<file path="config.mk">
export PLATFORM = sky130hd
export DESIGN_NAME = cfc_frame_fsm
export DESIGN_NICKNAME = d
export VERILOG_FILES = /design/src/cfc_pkg.sv /design/src/cfc_frame_fsm.sv
export SDC_FILE = /design/constraint.sdc
export NUM_CORES = 1
export LEC_CHECK = 0
export ABC_CLOCK_PERIOD_IN_PS = 2600
export BUFFER_PORTS_ARGS = -buffer_cell sky130_fd_sc_hd__buf_2
export CAP_MARGIN = 30
export CORE_ASPECT_RATIO = 1.1
export CORE_MARGIN = 10
export CORE_UTILIZATION = 45
export DETAILED_ROUTE_END_ITERATION = 8
export GPL_ROUTABILITY_DRIVEN = 0
export SLEW_MARGIN = 20
export SYNTH_ARGS = -nofsm -noshare
export SYNTH_HDL_FRONTEND = slang
export SYNTH_SLANG_ARGS = --single-unit
</file>
<file path="constraint.sdc">
create_clock -name clk -period 2.6 [get_ports clk]
set_input_delay 0.52 -clock clk [delete_from_list [all_inputs] [get_ports clk]]
set_output_delay 0.52 -clock clk [all_outputs]
set_load 0.02 [all_outputs]
</file>
<file path="src/cfc_pkg.sv">
// Shared types, codes and the byte-wise CRC-32 update for the frame checker.
// No dependencies.
`timescale 1ns / 1ps
`default_nettype none
package cfc_pkg;

  typedef enum logic [1:0] {
    PH_HEADER  = 2'd0,
    PH_PAYLOAD = 2'd1,
    PH_CRC     = 2'd2
  } phase_t;

  typedef enum logic [1:0] {
    KIND_DATA = 2'd0,
    KIND_GOOD = 2'd1,
    KIND_BAD  = 2'd2,
    KIND_LEN  = 2'd3
  } kind_t;

  typedef struct packed {
    logic [7:0] payload_byte;
    kind_t      result_kind;
    logic       frame_end;
  } res_t;

  localparam logic [31:0] CRC_POLY = 32'hEDB88320;
  localparam logic [31:0] CRC_INIT = 32'hFFFFFFFF;

  // Reflected CRC-32, one byte, bit at a time.
  function automatic logic [31:0] crc_byte(input logic [31:0] c_in, input logic [7:0] b);
    logic [31:0] c;
    c = c_in ^ {24'd0, b};
    for (int k = 0; k < 8; k++) begin
      c = c[0] ? ((c >> 1) ^ CRC_POLY) : (c >> 1);
    end
    return c;
  endfunction

endpackage
`default_nettype wire

</file>
<file path="src/cfc_frame_fsm.sv">
// Frame parser: header length, payload count, running CRC and status decision.
// Depends on cfc_pkg.
`timescale 1ns / 1ps
`default_nettype none
module cfc_frame_fsm import cfc_pkg::*; #(
  parameter int unsigned MaxPayload = 65536,
  parameter int          LenW       = 17
) (
  input  wire logic       clk,
  input  wire logic       rst,
  input  wire logic       fire,
  input  wire logic [7:0] byte_in,
  output logic            has_result,
  output res_t            result
);

  phase_t          phase, phase_next;
  logic [1:0]      byte_index, byte_index_next;
  logic [23:0]     field_lo, field_lo_next;
  logic [LenW-1:0] bytes_left, bytes_left_next;
  logic [31:0]     crc_running, crc_running_next;
  logic [31:0]     field_full;

  assign field_full = {byte_in, field_lo};

  always_ff @(posedge clk) begin
    if (rst) begin
      phase       <= PH_HEADER;
      byte_index  <= '0;
      field_lo    <= '0;
      bytes_left  <= '0;
      crc_running <= CRC_INIT;
    end else if (fire) begin
      phase       <= phase_next;
      byte_index  <= byte_index_next;
      field_lo    <= field_lo_next;
      bytes_left  <= bytes_left_next;
      crc_running <= crc_running_next;
    end
  end

  always_comb begin
    phase_next       = phase;
    byte_index_next  = byte_index + 2'd1;
    field_lo_next    = field_lo;
    bytes_left_next  = bytes_left;
    crc_running_next = crc_running;
    has_result       = 1'b0;
    result           = '{payload_byte: 8'd0, result_kind: KIND_DATA, frame_end: 1'b0};
    case (phase)
      PH_PAYLOAD: begin
        has_result       = 1'b1;
        result           = '{payload_byte: byte_in, result_kind: KIND_DATA, frame_end: 1'b0};
        crc_running_next = crc_byte(crc_running, byte_in);
        bytes_left_next  = bytes_left - LenW'(1);
        byte_index_next  = '0;
        if (bytes_left == LenW'(1)) begin
          phase_next    = PH_CRC;
          field_lo_next = '0;
        end
      end
      PH_CRC: begin
        case (byte_index)
          2'd0: field_lo_next[7:0]   = byte_in;
          2'd1: field_lo_next[15:8]  = byte_in;
          2'd2: field_lo_next[23:16] = byte_in;
          default: begin
            has_result       = 1'b1;
            result.frame_end = 1'b1;
            result.result_kind = (field_full == ~crc_running) ? KIND_GOOD : KIND_BAD;
            phase_next       = PH_HEADER;
            field_lo_next    = '0;
            bytes_left_next  = '0;
            crc_running_next = CRC_INIT;
          end
        endcase
      end
      default: begin
        case (byte_index)
          2'd0: field_lo_next[7:0]   = byte_in;
          2'd1: field_lo_next[15:8]  = byte_in;
          2'd2: field_lo_next[23:16] = byte_in;
          default: begin
            field_lo_next    = '0;
            crc_running_next = CRC_INIT;
            if (field_full > 32'(MaxPayload)) begin
              has_result       = 1'b1;
              result.frame_end = 1'b1;
              result.result_kind = KIND_LEN;
              phase_next       = PH_HEADER;
              bytes_left_next  = '0;
            end else begin
              bytes_left_next = field_full[LenW-1:0];
              phase_next      = (field_full == 32'd0) ? PH_CRC : PH_PAYLOAD;
            end
          end
        endcase
      end
    endcase
  end

endmodule
`default_nettype wire

</file>
==> impl_metrics.json <==
{
  "post-synth-top-count-cell": "dfxtp_1",
  "timing.hold.worst.class": "reg -> reg",
  "cellLeakagePower_uw": 0.00203,
  "run_status": "completed",
  "timing_max_transition_violations_final": 0,
  "synth_largest_area_cell": "dfxtp_1",
  "tritoncts.num_buffers": 9,
  "antenna_cells_inserted": 0,
  "synth-warning-count": 0,
  "rr_endpoint": "phase[0]",
  "hold_viol": 0,
  "multiInputGateArea_um2": 3210,
  "synth_top_area_share_pct": 31.0,
  "clock-skew-final_ps": 6.55,
  "power-per-cell-area_nw_per_um2": 552,
  "syn_nets": 582,
  "final_hpwl_from_detailed_placement_um": 9970,
  "path_clk_slew_ps": 60,
  "first_global_vias": 4177,
  "placement.setup.worst_slack_ps": 168,
  "top_level_ports": 23,
  "synth_cell_types": 48,
  "synth_area_um2": 4970,
  "final_min_period_over_clock_period_pct": 96.4,
  "drtPass1Iterations": 5,
  "critical_path_class": "reg -> out",
  "share_of_the_yosys_chip_area_belonging_to_registers_pct": 31.0,
  "postLayoutSetupSlackWorst_ps": 94.8,
  "vias_per_cell": 5.80,
  "vdd.ir_drop.worst_v": 0.000291,
  "rsz0062_at_grt": "no",
  "fmax_mhz": 399,
  "reg2reg_setup_slack_ps": 390,
  "ys_top_cells_by_count": "dfxtp_1 (77), xnor2_1 (72), a21oi_1 (39), clkbuf_1 (36), o21ai_0 (35)",
  "postSynthAreaPerCell_um2": 8.82,
  "synthFlopType": "dfxtp_1",
  "synth.ff_latch_count": 77,
  "die_width_um": 120,
  "period_minus_slack_ps": 2510,
  "slowest_delay_ps": 400,
  "worst_pin_slew_ps": 651,
  "grt_first_pass_wirelength_um": 22100,
  "holdPathEnd": "bytes_left[16]",
  "synth-simple-area-share_pct": 20.9,
  "area_growth_syn_to_layout_pct": 12.1,
  "yosys-top-cells-area": "dfxtp_1 (31%), xnor2_1 (13%), xnor3_1 (5.4%)",
  "setup_violations": 0,
  "detailedRoute.firstIterationViolations": 291,
  "synth-compound-area-share_pct": 18.3,
  "syn_inst_count": 563,
  "timing.critical_path.from": "field_lo[10]",
  "path_max_fanout": 4,
  "cts_max_level": 3,
  "clkLatencyLatePin_ps": 330,
  "tritoncts_clock_tree": "done",
  "asyncSetResetFlopFracSynth_pct": 0,
  "port_buffers": 22,
  "grt_overall_usage_pct": 17.9,
  "synth_enable_flop_cells": 0,
  "r2r_cells": 5,
  "die_area_um2": 15600,
  "crit_path_end_kind": "output port",
  "synth_top_family_by_area": "XOR/XNOR gates",
  "globalRouteOverflowTotal": 0,
  "timing.max_cap.violations": 0,
  "cts-root-to-sink-buffers": 2,
  "holdCritStartpoint": "bytes_left[16]",
  "cts_hold_repair.buffers": 0,
  "crit-reg2reg-launch": "bytes_left[11]",
  "final.setup.tns_ps": 0,
  "starting_density_of_the_core_pct": 45.7,
  "critical_path_arrival_ps": 1990,
  "min_delay_path_depth": 2,
  "crit_slowest_cell": "nor4_1",
  "mux_cell_area_share_after_synthesis_pct": 0.202,
  "cp_data_required_time_ps": 2080,
  "synth_xor_xnor_area_share_pct": 23.2,
  "synth_adder_area_share_pct": 2.02,
  "route.final.wire_length_um": 13700,
  "die_height_um": 130,
  "slew-limit-headroom_pct": 56.4,
  "num_clock_sinks": 77,
  "worstSetupStartpointType": "flop",
  "wirelength_per_cell_um": 18.9,
  "sequential_cell_area_um2": 1540,
  "pin_count_of_the_biggest_net_entering_global_routing": 55,
  "routed-via-count": 4199,
  "clk_root_buffer_cell": "clkbuf_16",
  "route.detailed.drc": 0,
  "nNetsFinal": 592,
  "std_cell_rows": 40,
  "cells_along_the_critical_path": "nor4_1 -> nand4_1 -> and2_1 -> o21a_1 -> o21a_1 -> buf_2",
  "layout.filler_cells": 1054,
  "placeableCoreArea_um2": 10900,
  "cp_common_cell": "o21a_1",
  "postRouteAntennaNets": 0,
  "ratio_of_cells_with_drive_above_1_in_the_final_layout_pct": 12.5,
  "antenna_found_initial": 0
}
-- logic make-up (layout without fill, tap and decap cells) --
group / after synthesis / count (layout)
and+or+nand+nor: 175 / 175
DFF: 77 / 77
xor gates and xnor gates: 101 / 101
AOI/OAI and AO/OA: 147 / 147
buffers and inverters: 54 / 68
muxes: 1 / 1
adders and majority gates: 8 / 8
-- report_power, final --
group	internal [µW]	switching (µW)
registers	1200	27.1
logic	241	262
clock network	856	492
-- layout make-up --
class                   count  area share, %
inverters                  10          0.674
well taps                 147           3.30
clock inverters             5           1.35
clock buffers              10           4.29
repair buffers             43           5.03
multi-input cells         432           57.7
flip-flops and latches     77           27.7
-- placed cells by master, fill, tap and decap left out, types with 8 or more instances in the layout --
cell       Yosys  final
nand2b_1      26     26
nor3_1        18     18
nand4_1        8      8
nor2_1        25     24
a211oi_1      11     11
dfxtp_1       77     77
buf_2          5     22
nand4b_1      24     24
nand2_1       19     19
nor4_1        22     22
buf_4          2     20
xnor2_2        8      8
and2_1        13     13
o22ai_1       28     28
ha_1           8      8
a21oi_1       39     39
clkbuf_16      0      9
o21ai_0       35     33
inv_1         10     10
xnor3_1       12     12
xnor2_1       72     72
-- metal layers --
layer | wire (µm) | up-vias | GRT usage, %
li1 | - | 2060 | -
met1 | 5950 | 2028 | 21.7
met2 | 6850 | 97 | 30.9
met3 | 552 | 14 | 2.38
met4 | 312 | 0 | 8.52
met5 | 0 | - | 0
-- registers in the layout, indices dropped and copies added, names as in the netlist --
name         cells
field_lo        24
bytes_left      17
byte_index       2
phase            2
crc_running     32
-- through the flow --
step / utilization [%] / cells / cell area (µm²) / total power [µW] / hold WS (ps)
after floorplan: - / 563 / 4970 / 1630 / 467
final: 51.3 / 724 / 5570 / 3080 / 502
after detailed placement: 48.4 / 709 / 5260 / 1750 / 495
after global routing: 51.3 / 724 / 5570 / 3190 / 521
after global placement: 48.4 / 709 / 5260 / 1750 / 480
after CTS: 51.3 / 724 / 5570 / 3090 / 502
-- critical path, delay by kind of cell (launching register included) --
| family | cells | cell delay (ps) |
|---|---|---|
| flops | 1 | 350 |
| compound gates | 2 | 360 |
| simple gates | 3 | 790 |
| buf+inv | 1 | 150 |
-- worst max-delay path by stage --
stage	end	slack (ps)
floorplan	crc_running[18]	400
global placement	result[1]	160
detailed placement	result[1]	170
CTS	result[0]	9
global route	result[1]	30
finish	result[1]	90
-- what timing repair did --
action,CTS,global route
resized for setup,0,1
setup endpoints to repair,0,3
setup buffers,0,0
hold endpoints to repair,0,0
No activity file was read; power rests on OpenSTA's default activity.
